--- config.mk ---
export PLATFORM = sky130hd
export DESIGN_NAME = text_console_cursor_engine
export DESIGN_NICKNAME = d
export VERILOG_FILES = /design/src/hdl/tcce_pkg.sv /design/src/hdl/text_console_cursor_engine.sv
export SDC_FILE = /design/constraint.sdc
export NUM_CORES = 1
export LEC_CHECK = 0
export ABC_AREA = 1
export BUFFER_PORTS_ARGS = -buffer_cell sky130_fd_sc_hd__buf_2
export CORE_UTILIZATION = 60
export CTS_BUF_LIST = sky130_fd_sc_hd__clkbuf_8
export DETAILED_ROUTE_END_ITERATION = 6
export GPL_ROUTABILITY_DRIVEN = 0
export PLACE_DENSITY = 0.83
export SLEW_MARGIN = 40
export SYNTH_ARGS = -nofsm -noshare
export SYNTH_HDL_FRONTEND = slang
export SYNTH_SLANG_ARGS = --single-unit
--- constraint.sdc ---
create_clock -name clk -period 5.2 [get_ports clk]
set_input_delay 0 -clock clk [delete_from_list [all_inputs] [get_ports clk]]
set_output_delay 0 -clock clk [all_outputs]
set_load 0.1 [all_outputs]
--- src/hdl/tcce_pkg.sv ---
// Shared constants and codes for the text console cursor engine.
// Depends on nothing; imported by text_console_cursor_engine.
`default_nettype none

package tcce_pkg;

  // Grid and cell geometry.
  localparam int GRID_COLUMNS = 160;
  localparam int GRID_ROWS    = 80;
  localparam int CELL_WIDTH   = 8;
  localparam int CELL_HEIGHT  = 12;

  // Digit buffer: ten four-bit digits, enough for any value below 2^31.
  localparam int DIGITS      = 10;
  localparam int DIGIT_BITS  = DIGITS * 4;
  localparam int CONV_BITS   = 31;

  // Colors and character codes.
  localparam logic [23:0] COLOR_RESET  = 24'hFFFFFF;
  localparam logic [23:0] COLOR_BLACK  = 24'h000000;
  localparam logic [7:0]  CHAR_NEWLINE = 8'd10;
  localparam logic [7:0]  CHAR_ZERO    = 8'h30;
  localparam logic [7:0]  CHAR_UPPER_A = 8'h41;

  // Request codes.
  localparam logic [2:0] REQ_PUT_CHAR  = 3'd0;
  localparam logic [2:0] REQ_BACKSPACE = 3'd1;
  localparam logic [2:0] REQ_CLEAR     = 3'd2;
  localparam logic [2:0] REQ_DECIMAL   = 3'd3;
  localparam logic [2:0] REQ_HEX       = 3'd4;

  // Drawing command codes.
  localparam logic [1:0] OP_GLYPH  = 2'd0;
  localparam logic [1:0] OP_ERASE  = 2'd1;
  localparam logic [1:0] OP_CLEAR  = 2'd2;
  localparam logic [1:0] OP_CURSOR = 2'd3;

endpackage

`default_nettype wire

--- src/hdl/text_console_cursor_engine.sv ---
// Text console cursor engine: cursor tracking, number conversion, command output.
// Depends on tcce_pkg for geometry, character codes and request/command codes.
//
// Usage:
//   Input channel (in_valid / in_stall) carries one request per beat:
//   req_type, char_code, number_value. Output channel (out_valid / out_stall)
//   carries one drawing command per beat; last marks the final command of a
//   request. The configuration channel (cfg_valid / cfg_ready) writes the
//   glyph color through text_color and is always ready; write it only while
//   the block is idle.
//   Put char, backspace, clear and ignored requests pass through ST_SINGLE,
//   which registers their one command before the next request is accepted.
//   A hex request loads its value straight into the digit buffer. A decimal
//   request first passes a bit-serial binary-to-BCD converter that shifts in
//   31 bits one per cycle; then a digit-serial stage drops leading zeros one
//   digit per cycle and, while the receiver does not stall, emits one digit per
//   cycle. Values of 2^31 and above take the same path as ignored requests.
//   A stalled receiver holds the command register and pauses the emitter;
//   a new request can still be accepted while the last command waits.
//   Reset homes the cursor, sets the color to white and clears out_valid.
`default_nettype none

module text_console_cursor_engine
  import tcce_pkg::*;
(
  input  wire logic        clk,
  input  wire logic        rst,
  // Configuration write channel
  input  wire logic        cfg_valid,
  output logic             cfg_ready,
  input  wire logic [23:0] text_color,
  // Request channel
  input  wire logic        in_valid,
  output logic             in_stall,
  input  wire logic [2:0]  req_type,
  input  wire logic [7:0]  char_code,
  input  wire logic [31:0] number_value,
  // Command channel
  output logic             out_valid,
  input  wire logic        out_stall,
  output logic [1:0]       draw_op,
  output logic [10:0]      pixel_x,
  output logic [9:0]       pixel_y,
  output logic [7:0]       glyph,
  output logic [23:0]      glyph_color,
  output logic [6:0]       cursor_row,
  output logic [7:0]       cursor_column,
  output logic             last
);

  typedef enum logic [2:0] {
    ST_IDLE,
    ST_SINGLE,
    ST_CONV,
    ST_SKIP,
    ST_EMIT
  } state_t;

  state_t                  state;
  logic [23:0]             draw_color;
  logic [6:0]              row_position;
  logic [7:0]              column_position;
  logic [2:0]              req_kind;
  logic [7:0]              req_char;
  logic [DIGIT_BITS-1:0]   digits;
  logic [CONV_BITS-1:0]    shift_value;
  logic [4:0]              bit_count;
  logic [3:0]              digit_count;

  logic                    in_fire;
  logic                    out_free;
  logic [DIGIT_BITS-1:0]   digits_adj;
  logic [3:0]              top_digit;
  logic [7:0]              digit_char;

  // Cursor advance after a glyph, shared by characters and digits.
  logic [8:0]              col_inc;
  logic [7:0]              row_inc;
  logic [7:0]              adv_col;
  logic [6:0]              adv_row;

  // Result of the current emission.
  logic [1:0]              res_op;
  logic [7:0]              res_col;
  logic [6:0]              res_row;
  logic [7:0]              res_glyph;
  logic [23:0]             res_color;
  logic                    res_last;
  logic [6:0]              row_next;
  logic [7:0]              column_next;
  logic [15:0]             px_full;
  logic [15:0]             py_full;

  assign cfg_ready = 1'b1;
  assign in_stall  = (state != ST_IDLE);
  assign in_fire   = in_valid && !in_stall;
  assign out_free  = !out_valid || !out_stall;

  // Double-dabble correction: every BCD digit of five or more gets three added.
  always_comb begin
    for (int i = 0; i < DIGITS; i++) begin
      digits_adj[i*4 +: 4] = (digits[i*4 +: 4] >= 4'd5) ?
                             digits[i*4 +: 4] + 4'd3 : digits[i*4 +: 4];
    end
  end

  // Character for the most significant digit still held.
  assign top_digit  = digits[DIGIT_BITS-1 -: 4];
  assign digit_char = (top_digit < 4'd10) ? CHAR_ZERO + {4'b0, top_digit}
                                          : CHAR_UPPER_A + {4'b0, top_digit} - 8'd10;

  // Column advance with wrap into the next row, and row wrap to zero.
  always_comb begin
    col_inc = {1'b0, column_position} + 9'd1;
    row_inc = {1'b0, row_position} + 8'd1;
    if (col_inc >= 9'(GRID_COLUMNS)) begin
      adv_col = '0;
      adv_row = (row_inc >= 8'(GRID_ROWS)) ? '0 : row_inc[6:0];
    end else begin
      adv_col = col_inc[7:0];
      adv_row = row_position;
    end
  end

  // Command and new cursor for the current emission.
  always_comb begin
    res_op      = OP_CURSOR;
    res_col     = '0;
    res_row     = '0;
    res_glyph   = '0;
    res_color   = COLOR_BLACK;
    res_last    = 1'b1;
    row_next    = row_position;
    column_next = column_position;
    if (state == ST_EMIT) begin
      res_op      = OP_GLYPH;
      res_col     = column_position;
      res_row     = row_position;
      res_glyph   = digit_char;
      res_color   = draw_color;
      res_last    = (digit_count == 4'd1);
      row_next    = adv_row;
      column_next = adv_col;
    end else begin
      case (req_kind)
        REQ_PUT_CHAR: begin
          if (req_char == CHAR_NEWLINE) begin
            row_next    = (row_inc >= 8'(GRID_ROWS)) ? '0 : row_inc[6:0];
            column_next = '0;
          end else begin
            res_op      = OP_GLYPH;
            res_col     = column_position;
            res_row     = row_position;
            res_glyph   = req_char;
            res_color   = draw_color;
            row_next    = adv_row;
            column_next = adv_col;
          end
        end
        REQ_BACKSPACE: begin
          if (column_position == '0) begin
            column_next = 8'(GRID_COLUMNS - 1);
            row_next    = (row_position == '0) ? 7'(GRID_ROWS - 1) : row_position - 7'd1;
          end else begin
            column_next = column_position - 8'd1;
          end
          res_op  = OP_ERASE;
          res_col = column_next;
          res_row = row_next;
        end
        REQ_CLEAR: begin
          res_op      = OP_CLEAR;
          row_next    = '0;
          column_next = '0;
        end
        default: begin
          res_op = OP_CURSOR;
        end
      endcase
    end
  end

  // Cell position to pixel position.
  assign px_full = 16'(res_col) * 16'(CELL_WIDTH);
  assign py_full = 16'(res_row) * 16'(CELL_HEIGHT);

  // Sequencer, cursor, digit buffer and command register.
  always_ff @(posedge clk) begin
    if (rst) begin
      state           <= ST_IDLE;
      draw_color      <= COLOR_RESET;
      row_position    <= '0;
      column_position <= '0;
      out_valid       <= 1'b0;
    end else begin
      if (cfg_valid && cfg_ready) begin
        draw_color <= text_color;
      end

      // A taken beat empties the command register unless the emitter refills it.
      if (out_valid && !out_stall && !(state inside {ST_SINGLE, ST_EMIT})) begin
        out_valid <= 1'b0;
      end

      case (state)
        ST_IDLE: begin
          if (in_fire) begin
            req_kind <= req_type;
            req_char <= char_code;
            state    <= ST_SINGLE;
            if (req_type inside {REQ_DECIMAL, REQ_HEX} && !number_value[31]) begin
              if (req_type == REQ_DECIMAL) begin
                digits      <= '0;
                shift_value <= number_value[CONV_BITS-1:0];
                bit_count   <= '0;
                state       <= ST_CONV;
              end else begin
                digits      <= DIGIT_BITS'(number_value);
                digit_count <= 4'(DIGITS);
                state       <= ST_SKIP;
              end
            end
          end
        end
        ST_CONV: begin
          digits      <= {digits_adj[DIGIT_BITS-2:0], shift_value[CONV_BITS-1]};
          shift_value <= {shift_value[CONV_BITS-2:0], 1'b0};
          bit_count   <= bit_count + 5'd1;
          if (bit_count == 5'(CONV_BITS - 1)) begin
            digit_count <= 4'(DIGITS);
            state       <= ST_SKIP;
          end
        end
        ST_SKIP: begin
          // Drop leading zeros, but always keep the last digit.
          if (top_digit == 4'd0 && digit_count > 4'd1) begin
            digits      <= {digits[DIGIT_BITS-5:0], 4'd0};
            digit_count <= digit_count - 4'd1;
          end else begin
            state <= ST_EMIT;
          end
        end
        ST_SINGLE, ST_EMIT: begin
          if (out_free) begin
            out_valid       <= 1'b1;
            draw_op         <= res_op;
            pixel_x         <= px_full[10:0];
            pixel_y         <= py_full[9:0];
            glyph           <= res_glyph;
            glyph_color     <= res_color;
            cursor_row      <= row_next;
            cursor_column   <= column_next;
            last            <= res_last;
            row_position    <= row_next;
            column_position <= column_next;
            digits          <= {digits[DIGIT_BITS-5:0], 4'd0};
            digit_count     <= digit_count - 4'd1;
            if (res_last) begin
              state <= ST_IDLE;
            end
          end
        end
        default: begin
          state <= ST_IDLE;
        end
      endcase
    end
  end

`ifndef ASSERT_OFF
  // The cursor never leaves the grid.
  a_cursor_in_grid: assert property (@(posedge clk) disable iff (rst)
    (row_position < 7'(GRID_ROWS)) && (column_position < 8'(GRID_COLUMNS)))
    else $error("cursor outside the grid");

  // Only glyph commands can be followed by more commands of the same request.
  a_single_is_last: assert property (@(posedge clk) disable iff (rst)
    (out_valid && draw_op != OP_GLYPH) |-> last)
    else $error("non-glyph command without last");

  // Emission starts on a nonzero digit unless only one digit is left.
  a_no_leading_zero: assert property (@(posedge clk) disable iff (rst)
    ($past(state) == ST_SKIP && state == ST_EMIT) |-> (top_digit != 4'd0 || digit_count == 4'd1))
    else $error("leading zero digit emitted");

  // The BCD converter never yields a digit above nine.
  a_bcd_digit: assert property (@(posedge clk) disable iff (rst)
    (state == ST_EMIT && req_kind == REQ_DECIMAL) |-> (top_digit <= 4'd9))
    else $error("decimal digit out of range");

  // The digit counter stays within the buffer while digits are emitted.
  a_digit_count: assert property (@(posedge clk) disable iff (rst)
    (state == ST_EMIT) |-> (digit_count != 4'd0 && digit_count <= 4'(DIGITS)))
    else $error("digit count out of range");
`endif

endmodule

`default_nettype wire
# == Word level (Yosys, flattened, before mapping) ==
# Cells that the tools add are included.
# totals
register_bits,200
input_bits,72
out_inout_bits,74
word_cells,173
# classes
n_reduce_logical,29
bitwise,1
n_mux,70
n_addsub,19
n_lt_le_gt_ge,14
eq_ne,20
multipliers,1
# ops
operator,n
$mux W40,4
$pmux W40 S4,1
$mux W31,3
$mux W8,10
$mux W24,3
$pmux W31 S2,1
$mux W4,15
$mux W7,8
$ge A4 B3 Y1 const B,10
$add A4 B2 Y4 const B,9
$mux W32,1
$pmux W8 S3,1
$pmux W7 S3,1
$mux W3,6
$ne A2 B2 Y1 const B,9
$pmux W4 S4,1
$pmux W8 S2,1
$mux W5,3
$pmux W7 S2,1
$eq A3 B2 Y1 const B,4
$pmux W3 S4,1
$pmux W5 S2,1
$reduce_and A5 Y1,2
$add A8 B1 Y9 const B,1
38 further kinds,57

# == Logic depth before layout (Yosys ltp) ==
# Gate-level depths: netlist of the first run.
# logic_depth
ltp_word,7
depth_mapped,20
depth_no_buf,20

# == Least setup slack after synthesis of the first run ==
# No wires, ideal clock.
# synth_timing
path_type,reg-to-reg
start,register state[0]
end,"register digits[0], enable pin"
setup_time_ns,0.487
slack_ns,0.125
path_stages_with_launch,7
arrival_time_ns,4.588
required_ns,4.713
period_less_slack_ns,5.075
path_buffers,0
path_cell_list,dfxtp_1 > nor2_1 > nand2_1 > o21ai_0 > a41oi_1 > a31o_2 > nor3_1
# synth_via
elab_chain_len,5
word_cells_on_any_way,15
classes_between,8 x eq/ne; 7 x reduce/logical
# synth_lines
item,line,rtl
"start, declared",text_console_cursor_engine.sv:59,state_t state;
"start signal, assigned",text_console_cursor_engine.sv:190,state <= ST_IDLE;
"start signal, assigned",text_console_cursor_engine.sv:210,state <= ST_SINGLE;
"start signal, assigned",text_console_cursor_engine.sv:216,state <= ST_CONV;
$reduce_bool A3 Y1,text_console_cursor_engine.sv:95,assign in_stall = (state != ST_IDLE);
named net in_stall,text_console_cursor_engine.sv:34,"output logic in_stall,"
$logic_not A1 Y1,text_console_cursor_engine.sv:96,assign in_fire = in_valid && !in_stall;
$logic_and A1 B1 Y1,text_console_cursor_engine.sv:96,
$ne A2 B2 Y1 (no line),-,
$reduce_and A6 Y1 (no line),-,
"end signal, assigned",text_console_cursor_engine.sv:218,digits <= DIGIT_BITS'(number_value);
"end signal, assigned",text_console_cursor_engine.sv:226,"digits <= {digits_adj[DIGIT_BITS-2:0], shift_value[CONV_BITS-1]};"
"end signal, assigned",text_console_cursor_engine.sv:237,"digits <= {digits[DIGIT_BITS-5:0], 4'd0};"
"end, declared",text_console_cursor_engine.sv:65,logic [DIGIT_BITS-1:0] digits;
# The timed path passes the listed nets, and every way through them passes these cells.
# A chain may end at the register's enable or synchronous reset.

# == Worst setup path in the final report of the first run ==
# layout_timing
start,register state[1]
end,"register digits[22], enable pin"
# layout_via
elab_chain_len,5
word_cells_on_any_way,15
classes_between,8 x eq/ne; 7 x reduce/logical
# layout_lines
item,line
$reduce_bool A3 Y1,text_console_cursor_engine.sv:95
$logic_not A1 Y1,text_console_cursor_engine.sv:96
$logic_and A1 B1 Y1,text_console_cursor_engine.sv:96
$ne A2 B2 Y1 (no line),-
$reduce_and A6 Y1 (no line) (*),-
# Every way passes the cells marked *; elsewhere a longest branch is shown, timed or not.

==> results of run 1 <==
==> power by group <==
group	switching [µW]	leakage, µW	internal, µW	total (µW)
Combinational	2820	0.00360	866	3680
Clock	610	0.000195	359	970
Sequential	253	0.00182	2310	2570
Total	3680	0.00561	3540	7220
==> flip-flops by register name (all words and copies together) (netlist names), 3 cells and up <==
name and cells:
digit_count 4, state 3, bit_count 5, digits 40, column_position 8, row_position 7, req_char 8, glyph_color 24
shift_value 31, glyph 8, draw_color 24, pixel_x 8, cursor_row 7, cursor_column 8, req_kind 3, pixel_y 8
==> area by class of cell <==
class / instances / area [µm²] / share of cell area
multi-input cells: 764 / 4248 / 0.3346
diodes: 1 / 2.502 / 0.0001971
clock buffers: 17 / 234.0 / 0.01843
repair buffers: 216 / 1456 / 0.1147
clock inverters: 15 / 143.9 / 0.01133
inverters: 201 / 754.5 / 0.05943
flip-flops and latches: 200 / 5575 / 0.4391
well taps: 225 / 281.5 / 0.02217
==> worst max-delay path by stage <==
stage | endpoint | startpoint | slack [ns]
global placement | digits[19] | state[0] | 1.90
global route | digits[38] | state[0] | 1.73
floorplan | digits[0] | state[0] | 0.12
detailed placement | digits[13] | state[0] | 1.78
finish | digits[22] | state[1] | 2.00
CTS | digits[16] | state[0] | 1.76
==> layout by cell type, fill, tap and decap left out, drive strengths merged, types with 2 or more instances in the layout <==
cell type	count
nand2	200
xor2	17
o221ai	29
o32ai	2
inv	212
clkbuf	17
a31oi	5
nor3	6
buf	148
ha	35
nor2	100
edfxtp	157
nand4	14
o22ai	16
o211ai	10
o21ai	142
xnor2	2
or2	3
nand3	82
a21oi	79
dfxtp	43
dlygate4sd3	68
o31ai	8
clkinv	3
conb	6
a41oi	2
a31o	3
==> per-stage QoR <==
step | power [µW] | instance area (µm²) | utilization
floorplan | 5497 | 10820 | -
global placement | 6089 | 11620 | 0.6675
detailed placement | 6199 | 11630 | 0.6677
CTS | 7192 | 12690 | 0.7285
global route | 7629 | 12700 | 0.7290
finish | 7222 | 12700 | 0.7290
==> kinds of logic after synthesis <==
| logic type | Yosys count | synth area share |
|---|---|---|
| and+or+nand+nor | 405 | 0.1671 |
| AOI/OAI and AO/OA | 299 | 0.1636 |
| buffers and inverters | 256 | 0.09550 |
| DFF | 200 | 0.5158 |
| adders and majority gates | 35 | 0.04051 |
| xor gates and xnor gates | 19 | 0.01678 |
| other | 2 | 0.0006948 |
==> cells in the mapped netlist (15+ instances only) <==
cell	number	area, µm²
nor2_1	92	345.3
xor2_1	15	131.4
o221ai_1	29	254.0
ha_1	35	437.9
a21oi_1	79	395.4
clkbuf_1	32	120.1
inv_1	188	705.7
nand2_2	17	106.4
edfxtp_1	157	4715
o21ai_0	136	680.7
dfxtp_1	43	860.8
nand3_1	78	390.4
nand2_1	180	675.7
o22ai_1	16	100.1
==> worst min-delay path, delay by kind of cell <==
kind                   cells  cell delay, ns
AND/OR/NAND/NOR            2            0.21
buffers and inverters      1            0.11
==> layer usage <==
| metal | GRT usage | vias to the layer above | part of all wire |
|---|---|---|---|
| met2 | 0.4698 | 359 | 0.51 |
| met4 | 0.1130 | 0 | 0.024 |
| li1 | - | 4493 | - |
| met3 | 0.04101 | 49 | 0.058 |
| met5 | 0 | - | 0 |
| met1 | 0.3385 | 4221 | 0.41 |
==> what timing repair did <==
item	CTS	global route
hold endpoints to repair	100	0
setup endpoints to repair	0	0
hold buffers	68	0
==> metrics.md, run 1 <==
| Metric | Value |
|---|---|
| Status | `completed` |
| Initial antenna violation count | `1` |
| Total Wirelength | `approximately 25000 µm` |
| Residual DRC | `0` |
| Starting Density | `0.6206` |
| Worst setup margin | `2.004 ns` |
| Bufs and invs on worst path | `2` |
| Min-Delay Endpoint | `req_char[0]` |
| Sink Count | `200` |
| Clock-pin slew on the worst setup and hold paths | `0.11 ns` |
| Arrival @ worst endpoint | `3.32 ns` |
| Static leakage | `0.005609 µW` |
| Final worst-path cycle share | `0.6147` |
| Clock Tree Buf Depth | `2` |
| Setup crit start kind | `flop` |
| DP Worst Slack | `1.782 ns` |
| GRT overflow | `0` |
| Type of the worst setup path | `flop to flop` |
| WP depth | `9` |
| Die width | `136.2 µm` |
| # setup viols final | `0` |
| Filler instances | `roughly 1300` |
| Largest net degree at the start of global routing | `a little under 50` |
| RR Startpoint | `state[1]` |
| Worst hold slack | `about 0.022 ns` |
| Mapped Area | `between 0.01 and 0.015 mm²` |
| Vias in the first global route | `roughly 8400` |
| Async S/R FF share, synth | `0` |
| Pre-antenna DRT Iters | `7` |
| Main flop type after synthesis | `edfxtp_1` |
| Clk Latency, worst-skew pair | `~0.48 ns` |
| Peak VDD IR | `approximately 0.00036 V` |
| Net count, final | `roughly 1500` |
| Max-slew violation count | `0` |
| Post-route minimum period | `about 3.2 ns` |
| Synth cell types | `47` |
| Syn Area/Cell | `slightly below 9 µm²` |
| Ports | `~150` |
| WL/cell | `between 15 and 20 µm` |
| Delay-heaviest family, CP | `buffers and inverters` |
| DIE AREA | `about 0.019 mm²` |
| Dpl cells | `~1500` |
| Synth-to-Final Area Change | `17.46%` |
| Critical R2R Capture | `digits[22]` |
| HPWL Detailed | `between 15000 and 20000 µm` |
| Total negative slack | `0 ns` |
| Hold Violations, Final | `0` |
| Drt first-iter violations | `about 1100` |
| Synthesized flop and latch total | `200` |
| Layout cells sized above 1 | `0.1748` |
| R2r setup slk | `2.00 ns` |
| First-pass GRT wire length | `about 39000 µm` |
| CTS tree | `built` |
| Max transition margin | `0.4942` |
| Cell Pwr Density | `568.8 mW/mm²` |
| Via/cell ratio | `5.566` |
| Critical Path RT | `roughly 5.3 ns` |
| Worst slew pin tran | `0.7586 ns` |
| Tightest Hold Check Type | `input pin to flop` |
| R2R cell count | `9` |
| Clock Skews | `around 0.013 ns` |
| CP endpoint kind | `flop` |
| Postcts setup bufs | `0` |
| Final cell count without fillers | `about 1600` |
| Slowest cell on crit path | `inv_2` |
| Die Y | `roughly 140 µm` |
| RSZ-0062 raised after global routing | `no` |
| Max Clock Freq | `312.9 MHz` |
| Core box area | `0.01742 mm²` |
| Post-synth EDFFs | `around 160` |
| Yosys warns | `0` |
| Hold Path Depth | `3` |
| Crit-path cells | `nor2_1 -> nand2_2 -> inv_2 -> nand2_1 -> o21ai_0 -> a41oi_1 -> a31o_2 -> nor3_2 -> buf_4` |
| Min-delay src | `in_valid` |
| Total number of vias | `9122` |
| Max incr delay on CP | `roughly 0.63 ns` |
| Synth Instances | `1216` |
| CTS Buf Count | `17` |
| Critical Path Fanout Max | `40` |
| CTS root buf | `clkbuf_8` |
| Maxcap violations | `0` |
| # rows | `48` |
| GRT Overall Usage | `0.2716` |
| Port buffer count | `139` |
| Post-DRT Antenna Nets | `0` |
| Post-CTS Resized | `0` |
| Seq/Total Area, Yosys | `0.5158` |
| Htree depth | `4` |
Note: power is estimated with default switching activity, not from simulation.
==> run 2: changes to the inputs <==
ABC_AREA = 0   (was 1)
clock period = 3.3 ns   (was 5.2 ns; I/O delays follow)
==> run 2 against run 1 <==
Critical path depth rose by 3; first-iteration DRC count shrank 17%; register-to-register slack worse by 1.8 ns; global-route usage grew 2.5 points; fmax increased by 2.8%; combinational power fell by 39%; worst hold slack gained 0.021 ns; setup slack got worse by 1.8 ns; largest cell class unchanged; largest power group is now registers.
==> metrics.md, run 2 <==
| Metric | Value |
|---|---|
| Max Clock Freq | `321.7 MHz (+2.8%)` |
| Htree depth | `4 (unchanged)` |
| Synth Area in Adders | `0.04043 (-0.00008891)` |
| Synth cell types | `86 (+83%)` |
| CTS tree | `built` |
| Compound-gate portion of the synthesized area | `0.1808 (+0.01720)` |
| Worst hold slack | `0.04300 ns (+0.02057 ns)` |
| Total number of vias | `8987 (-1.5%)` |
| Post-synth EDFFs | `157 (unchanged)` |
| N_diodes | `0 (-1)` |
| Core box area | `0.01748 mm² (+0.35%)` |
| Largest family of logic cells by synthesized area | `compound AO/OA/AOI/OAI gates` |
| # setup viols final | `0 (unchanged)` |
| Pre-antenna DRT Iters | `6 (-1)` |
| Arrival @ worst endpoint | `3.35 ns (+0.03 ns)` |
| Commonest cells post-synth | `edfxtp_1, nor2_1, a21oi_1, nand2_1, o21ai_0` |
| Vias in the first global route | `8733 (+4.4%)` |
| Cell Pwr Density | `536.4 mW/mm² (-5.7%)` |
| Top-count cell post-synth | `edfxtp_1` |
| Drt first-iter violations | `896 (-17%)` |
| Clk Latency, worst-skew pair | `0.48 ns (about the same)` |
| Clock-pin slew on the worst setup and hold paths | `0.11 ns (about the same)` |
| Post-layout util | `0.7469 (+0.01797)` |
| Post-synthesis mux area share | `0.03581 (+0.03581)` |
| Seq/Total Area, Yosys | `0.5147 (-0.001132)` |
| GRT Overall Usage | `0.2963 (+0.02463)` |
| XOR/XNOR Fraction of Synth Area | `0.02426 (+0.007471)` |
| Most flop-heavy register | `digits` |
| CTS root buf | `clkbuf_8` |
| Maxcap violations | `0 (unchanged)` |
| Leading area contributor after synthesis | `edfxtp_1` |
| First-pass GRT wire length | `42870 µm (+9.2%)` |
| Final worst-path cycle share | `0.9421 (+0.3274)` |
| Post-route minimum period | `3.109 ns (-0.08740 ns)` |
| Setup crit start kind | `flop` |
| Peak VDD IR | `0.0003124 V (-13%)` |
| Synth top area share | `0.4352 (-0.0009572)` |
| Syn Area/Cell | `10.59 µm² (+19%)` |
| Initial antenna violation count | `0 (-1)` |
| Synth Instances | `1023 (-16%)` |
| Synth-to-Final Area Change | `20.50%` |
| Critical Path Fanout Max | `5 (-88%)` |
| Critical Path RT | `3.54 ns (-1.79 ns)` |
| Total Wirelength | `26890 µm (+8.8%)` |
| DIE AREA | `0.01860 mm² (+0.22%)` |
| WL/cell | `18.31 µm (+21%)` |
| Post-DRT Antenna Nets | `0 (unchanged)` |
| Mapped Area | `0.01083 mm² (+0.22%)` |
| Max transition margin | `0.4694 (-0.02483)` |
| Worst slew pin tran | `0.7960 ns (+0.03734 ns)` |
| Largest net degree at the start of global routing | `53 (+8.2%)` |
| Slowest cell on crit path | `or4_4` |
| Clock Tree Buf Depth | `2 (unchanged)` |
| Post-synthesis simple-gate area fraction | `0.1614 (-0.005795)` |
| Clock Skews | `0.01615 ns (+0.003330 ns)` |
| Ports | `146 (unchanged)` |
| Sink Count | `200 (unchanged)` |
| Status | `completed` |
| # rows | `48 (unchanged)` |
| Max reg flops | `40 (unchanged)` |
| Hold Violations, Final | `0 (unchanged)` |
| Bufs and invs on worst path | `1 (-1)` |
| Die width | `136.4 µm (+0.11%)` |
| Most common cell after layout, fill and taps aside | `edfxtp_1` |
| Residual DRC | `0 (unchanged)` |
| Tightest Hold Check Type | `input pin to flop` |
| Max incr delay on CP | `0.55 ns (-0.08 ns)` |
| Layout cells sized above 1 | `0.2283 (+0.05349)` |
| GRT overflow | `0 (unchanged)` |
| Die Y | `136.4 µm (+0.11%)` |
| Via/cell ratio | `6.118 (+9.9%)` |
| Delay-heaviest family, CP | `simple AND/OR/NAND/NOR gates` |
| Largest registers | `digits: 40 flops, shift_value: 31 flops` |
| Net count, final | `1338 (-11%)` |
| CP endpoint kind | `flop` |
| Synthesized flop and latch total | `200 (unchanged)` |
| Static leakage | `0.005136 µW (-8.4%)` |
| Max-slew violation count | `0 (unchanged)` |
| RSZ-0062 raised after global routing | `no` |
| Type of the worst setup path | `flop to flop` |
| Starting Density | `0.6198 (-0.0007725)` |
| HPWL Detailed | `17270 µm (+5.0%)` |
| Async S/R FF share, synth | `0 (unchanged)` |
| Crit-path cells | `inv_1 -> ha_1 -> nor4b_4 -> nand2_2 -> or4_4 -> a21oi_4 -> a22o_1 -> ha_1 -> or2_2 -> a21oi_1 -> a21oi_1 -> xor2_1` |
| Commonest non-fill, non-tap cells in the layout | `edfxtp_1, buf_2, nor2_1` |
| Synth area leaders | `edfxtp_1, dfxtp_1, ha_1` |
| Port buffer count | `139 (unchanged)` |
| Main flop type after synthesis | `edfxtp_1` |
| CTS Buf Count | `17 (unchanged)` |
| Yosys warns | `0 (unchanged)` |
-- run 2: layer usage --
layer	vias up	share of wire	wire, µm	GRT usage
li1	4203	-	-	-
met1	4273	0.38	10340	0.3459
met2	427	0.52	13940	0.5214
met3	84	0.067	1813	0.06600
met4	0	0.030	799	0.1253
met5	-	0	0	0
-- run 2: cells by family after synthesis --
| logic type | Yosys count |
|---|---|
| AOI/OAI and AO/OA | 289 |
| DFF | 200 |
| and+or+nand+nor | 326 |
| muxes | 35 |
| xor gates and xnor gates | 30 |
| adders and majority gates | 35 |
| buffers and inverters | 106 |
| other | 2 |
-- run 2: area by class of cell --
| cell class | instances | area (µm²) |
|---|---|---|
| flip-flops and latches | 200 | 5577 |
| multi-input cells | 721 | 4911 |
| fillers | 1168 | 4423 |
| repair buffers | 252 | 1729 |
| well taps | 225 | 281.5 |
| clock buffers | 17 | 234.0 |
| clock inverters | 15 | 175.2 |
| inverters | 39 | 146.4 |
-- run 2: where the power goes --
part / internal, µW / switching, µW
clock: 584 / 1000
combinational: 749 / 1520
sequential: 3000 / 155
-- run 2: timing repair --
| item | in CTS | in global routing |
|---|---|---|
| endpoints found under the setup margin | 0 | 3 |
| hold endpoints to repair | 101 | 0 |
| hold buffers | 68 | 0 |
| setup buffers | 0 | 1 |
| gates resized for setup | 0 | 9 |
-- run 2: stage by stage --
| step | power (µW) | setup TNS, ns | std cells | instance area [µm²] | setup slack, ns |
|---|---|---|---|---|---|
| floorplan | 4795 | -45.80 | 1027 | 10860 | -1.145 |
| global placement | 5236 | 0 | 1368 | 11910 | 0.1245 |
| detailed placement | 5307 | 0 | 1368 | 11910 | 0.03479 |
| CTS | 6940 | 0 | 1468 | 13000 | 0.03435 |
| global route | 7302 | 0 | 1469 | 13050 | 0.02045 |
| finish | 7003 | 0 | 1469 | 13050 | 0.1911 |
-- run 2: path summary, 6_finish.rpt --
path                       from         endpoint  slack [ns]  cells after the start
max reg2reg  column_position[1]       pixel_y[9]        0.19                     12
min                         rst         state[0]        0.04                      2
min reg2reg      draw_color[22]  glyph_color[22]        0.55                      1
max          column_position[1]       pixel_y[9]        0.19                     12
==> run 3: changes to the inputs <==
--- a/constraint.sdc
+++ b/constraint.sdc
@@ -3,2 +3,2 @@
 set_output_delay 0 -clock clk [all_outputs]
-set_load 0.1 [all_outputs]
+set_load 0.02 [all_outputs]
==> run 3 against run 2 <==
Total power down 7.0%; critical path type unchanged; clock power down 3%; utilization down 0.31 points; largest power group unchanged; final cell count down 0.14%.
==> metrics.md, run 3 (same netlist as run 2, synthesis figures left out) <==
| Metric | Value |
|---|---|
| Status | `completed` |
| Sink Count | `200 (unchanged)` |
| Port buffer count | `139 (unchanged)` |
| Vias in the first global route | `8600 (-1.5%)` |
| Worst slew pin tran | `0.8156 ns (+0.01960 ns)` |
| Post-DRT Antenna Nets | `0 (unchanged)` |
| N_diodes | `0 (unchanged)` |
| Seq. cell area | `0.005575 mm² (about the same)` |
| Die width | `136.4 µm (unchanged)` |
| Commonest non-fill, non-tap cells in the layout | `edfxtp_1, buf_2, nor2_1` |
| Clk pwr share | `0.238 (+0.011)` |
| Total negative slack | `0 ns (unchanged)` |
| Max Clock Freq | `321.2 MHz (-0.16%)` |
| DP Worst Slack | `0.04381 ns (+0.009019 ns)` |
| Overall power | `6514 µW (-7.0%)` |
| # rows | `48 (unchanged)` |
| Most common cell after layout, fill and taps aside | `edfxtp_1` |
| Maxcap violations | `0 (unchanged)` |
| Clock Tree Buf Depth | `2 (unchanged)` |
| Critical Path Fanout Max | `5 (unchanged)` |
| CTS root buf | `clkbuf_8` |
| Critical Path RT | `3.54 ns (about the same)` |
| Static leakage | `0.005114 µW (-0.41%)` |
| Ports | `146 (unchanged)` |
| Sequential share of power | `0.483 (+0.033)` |
| Die Y | `136.4 µm (unchanged)` |
| Layout cells sized above 1 | `0.2222 (-0.006074)` |
| GRT overflow | `0 (unchanged)` |
| Final worst-path cycle share | `0.9436 (+0.001465)` |
| Type of the worst setup path | `flop to flop` |
| RSZ-0062 raised after global routing | `no` |
| Clock Skews | `0.01155 ns (-0.004604 ns)` |
| Via/cell ratio | `6.044 (-1.2%)` |
| Residual DRC | `0 (unchanged)` |
| Worst hold slack | `0.1260 ns (+0.08301 ns)` |
| Switching share of power | `0.3375 (-0.04424)` |
| Max-slew violation count | `0 (unchanged)` |
| Worst setup margin | `0.1863 ns (-0.004836 ns)` |
| GRT Overall Usage | `0.2915 (-0.004734)` |
| Peak VDD IR | `0.0003321 V (+6.3%)` |
| CP endpoint kind | `flop` |
| Switch Pwr | `2198 µW (-18%)` |
| Total number of vias | `8866 (-1.3%)` |
| CTS tree | `built` |
| Cell Pwr Density | `501.1 mW/mm² (-6.6%)` |
| Crit-path cells | `inv_1 -> ha_1 -> or4b_4 -> nor2_4 -> a31oi_1 -> o21a_1 -> nand2_1 -> o21ai_0 -> ha_1 -> or2_2 -> a21oi_1 -> a21oi_1 -> xor2_1` |
| Most flop-heavy register | `digits` |
| Total Wirelength | `26160 µm (-2.7%)` |
| Drt first-iter violations | `795 (-11%)` |
| Delay-heaviest family, CP | `simple AND/OR/NAND/NOR gates` |
| Synth-to-Final Area Change | `20.00%` |
| Hold Violations, Final | `0 (unchanged)` |
| Arrival @ worst endpoint | `3.36 ns (about the same)` |
| Combinational power share | `0.279 (-0.044)` |
| Slowest cell on crit path | `or4b_4` |
| Net count, final | `1336 (-0.15%)` |
| Pre-antenna DRT Iters | `6 (unchanged)` |
| First-pass GRT wire length | `42130 µm (-1.7%)` |
| R2r setup slk | `0.19 ns (about the same)` |
| Int Pwr | `4316 µW (-0.32%)` |
| Largest net degree at the start of global routing | `54 (+1.9%)` |
| DIE AREA | `0.01860 mm² (unchanged)` |
| Bufs and invs on worst path | `1 (unchanged)` |
| Final cell count without fillers | `1467 (-0.14%)` |
| Multi-input logic area | `0.004886 mm² (-0.51%)` |
| Starting Density | `0.6198 (unchanged)` |
| Clk Latency, worst-skew pair | `0.49 ns (about the same)` |
| Htree depth | `4 (unchanged)` |
| Max incr delay on CP | `0.53 ns (-0.02 ns)` |
| Initial antenna violation count | `0 (unchanged)` |
| Tightest Hold Check Type | `input pin to flop` |
| Largest registers | `digits: 40 flops, shift_value: 31 flops` |
| Setup crit start kind | `flop` |
| Max reg flops | `40 (unchanged)` |
| Core box area | `0.01748 mm² (unchanged)` |
| Dpl cells | `1365 (-0.22%)` |
| Filler instances | `1213 (+3.9%)` |
| CTS Buf Count | `17 (unchanged)` |
| Clock-pin slew on the worst setup and hold paths | `0.11 ns (about the same)` |
| Max transition margin | `0.4563 (-0.01307)` |
| Postcts setup bufs | `0 (unchanged)` |
| WL/cell | `17.83 µm (-2.6%)` |
| HPWL Detailed | `16940 µm (-1.9%)` |
| # setup viols final | `0 (unchanged)` |
| Post-route minimum period | `3.114 ns (+0.004836 ns)` |
[run 3: cell type report]
type                            count  share of cell area
Sequential cell                   200              0.4289
Multi-Input combinational cell    721              0.3758
Timing Repair Buffer              250              0.1330
Tap cell                          225             0.02166
Clock buffer                       18             0.01906
Inverter                           39             0.01126
Clock inverter                     14             0.01030
[run 3: stage by stage]
stage | cell area (µm²) | util
after floorplan | 10870 | -
after global placement | 11900 | 0.6807
after detailed placement | 11900 | 0.6807
after CTS | 12980 | 0.7426
after global routing | 13000 | 0.7438
final | 13000 | 0.7438
[run 3: repair_timing]
action / CTS / global route
hold endpoints to repair: 102 / 0
gates resized for setup: 0 / 3
hold buffers: 70 / 0
setup endpoints to repair: 0 / 3
[run 3: tightest hold or removal path, cell delays in order]
cell	delay [ns]
buf_2	0.11
inv_1	0.08
nor3_1	0.06
buf_4	0.18
[run 3: metal layers]
metal | track usage | vias up | routed length [µm]
met3 | 0.05854 | 85 | 1608
met4 | 0.1457 | 0 | 1037
met5 | 0 | - | 0
met1 | 0.3453 | 4203 | 10320
met2 | 0.5023 | 374 | 13190
li1 | - | 4204 | -
[run 3: path summary, 6_finish.rpt]
kind,start,endpoint,cells after the start
min,in_valid,req_char[3],4
max reg2reg,column_position[0],pixel_y[9],13
min reg2reg,draw_color[0],glyph_color[0],1
max,column_position[0],pixel_y[9],13
[run 3: power groups by stage]
stage / registers [µW] / clock network, µW / logic, µW
2_1_floorplan: 3240 / 0 / 1140
3_3_place_gp: 3190 / 0 / 1640
3_5_place_dp: 3200 / 0 / 1690
4_1_cts: 3140 / 1560 / 1770
5_1_grt: 3170 / 1650 / 1980
6_report: 3150 / 1550 / 1820
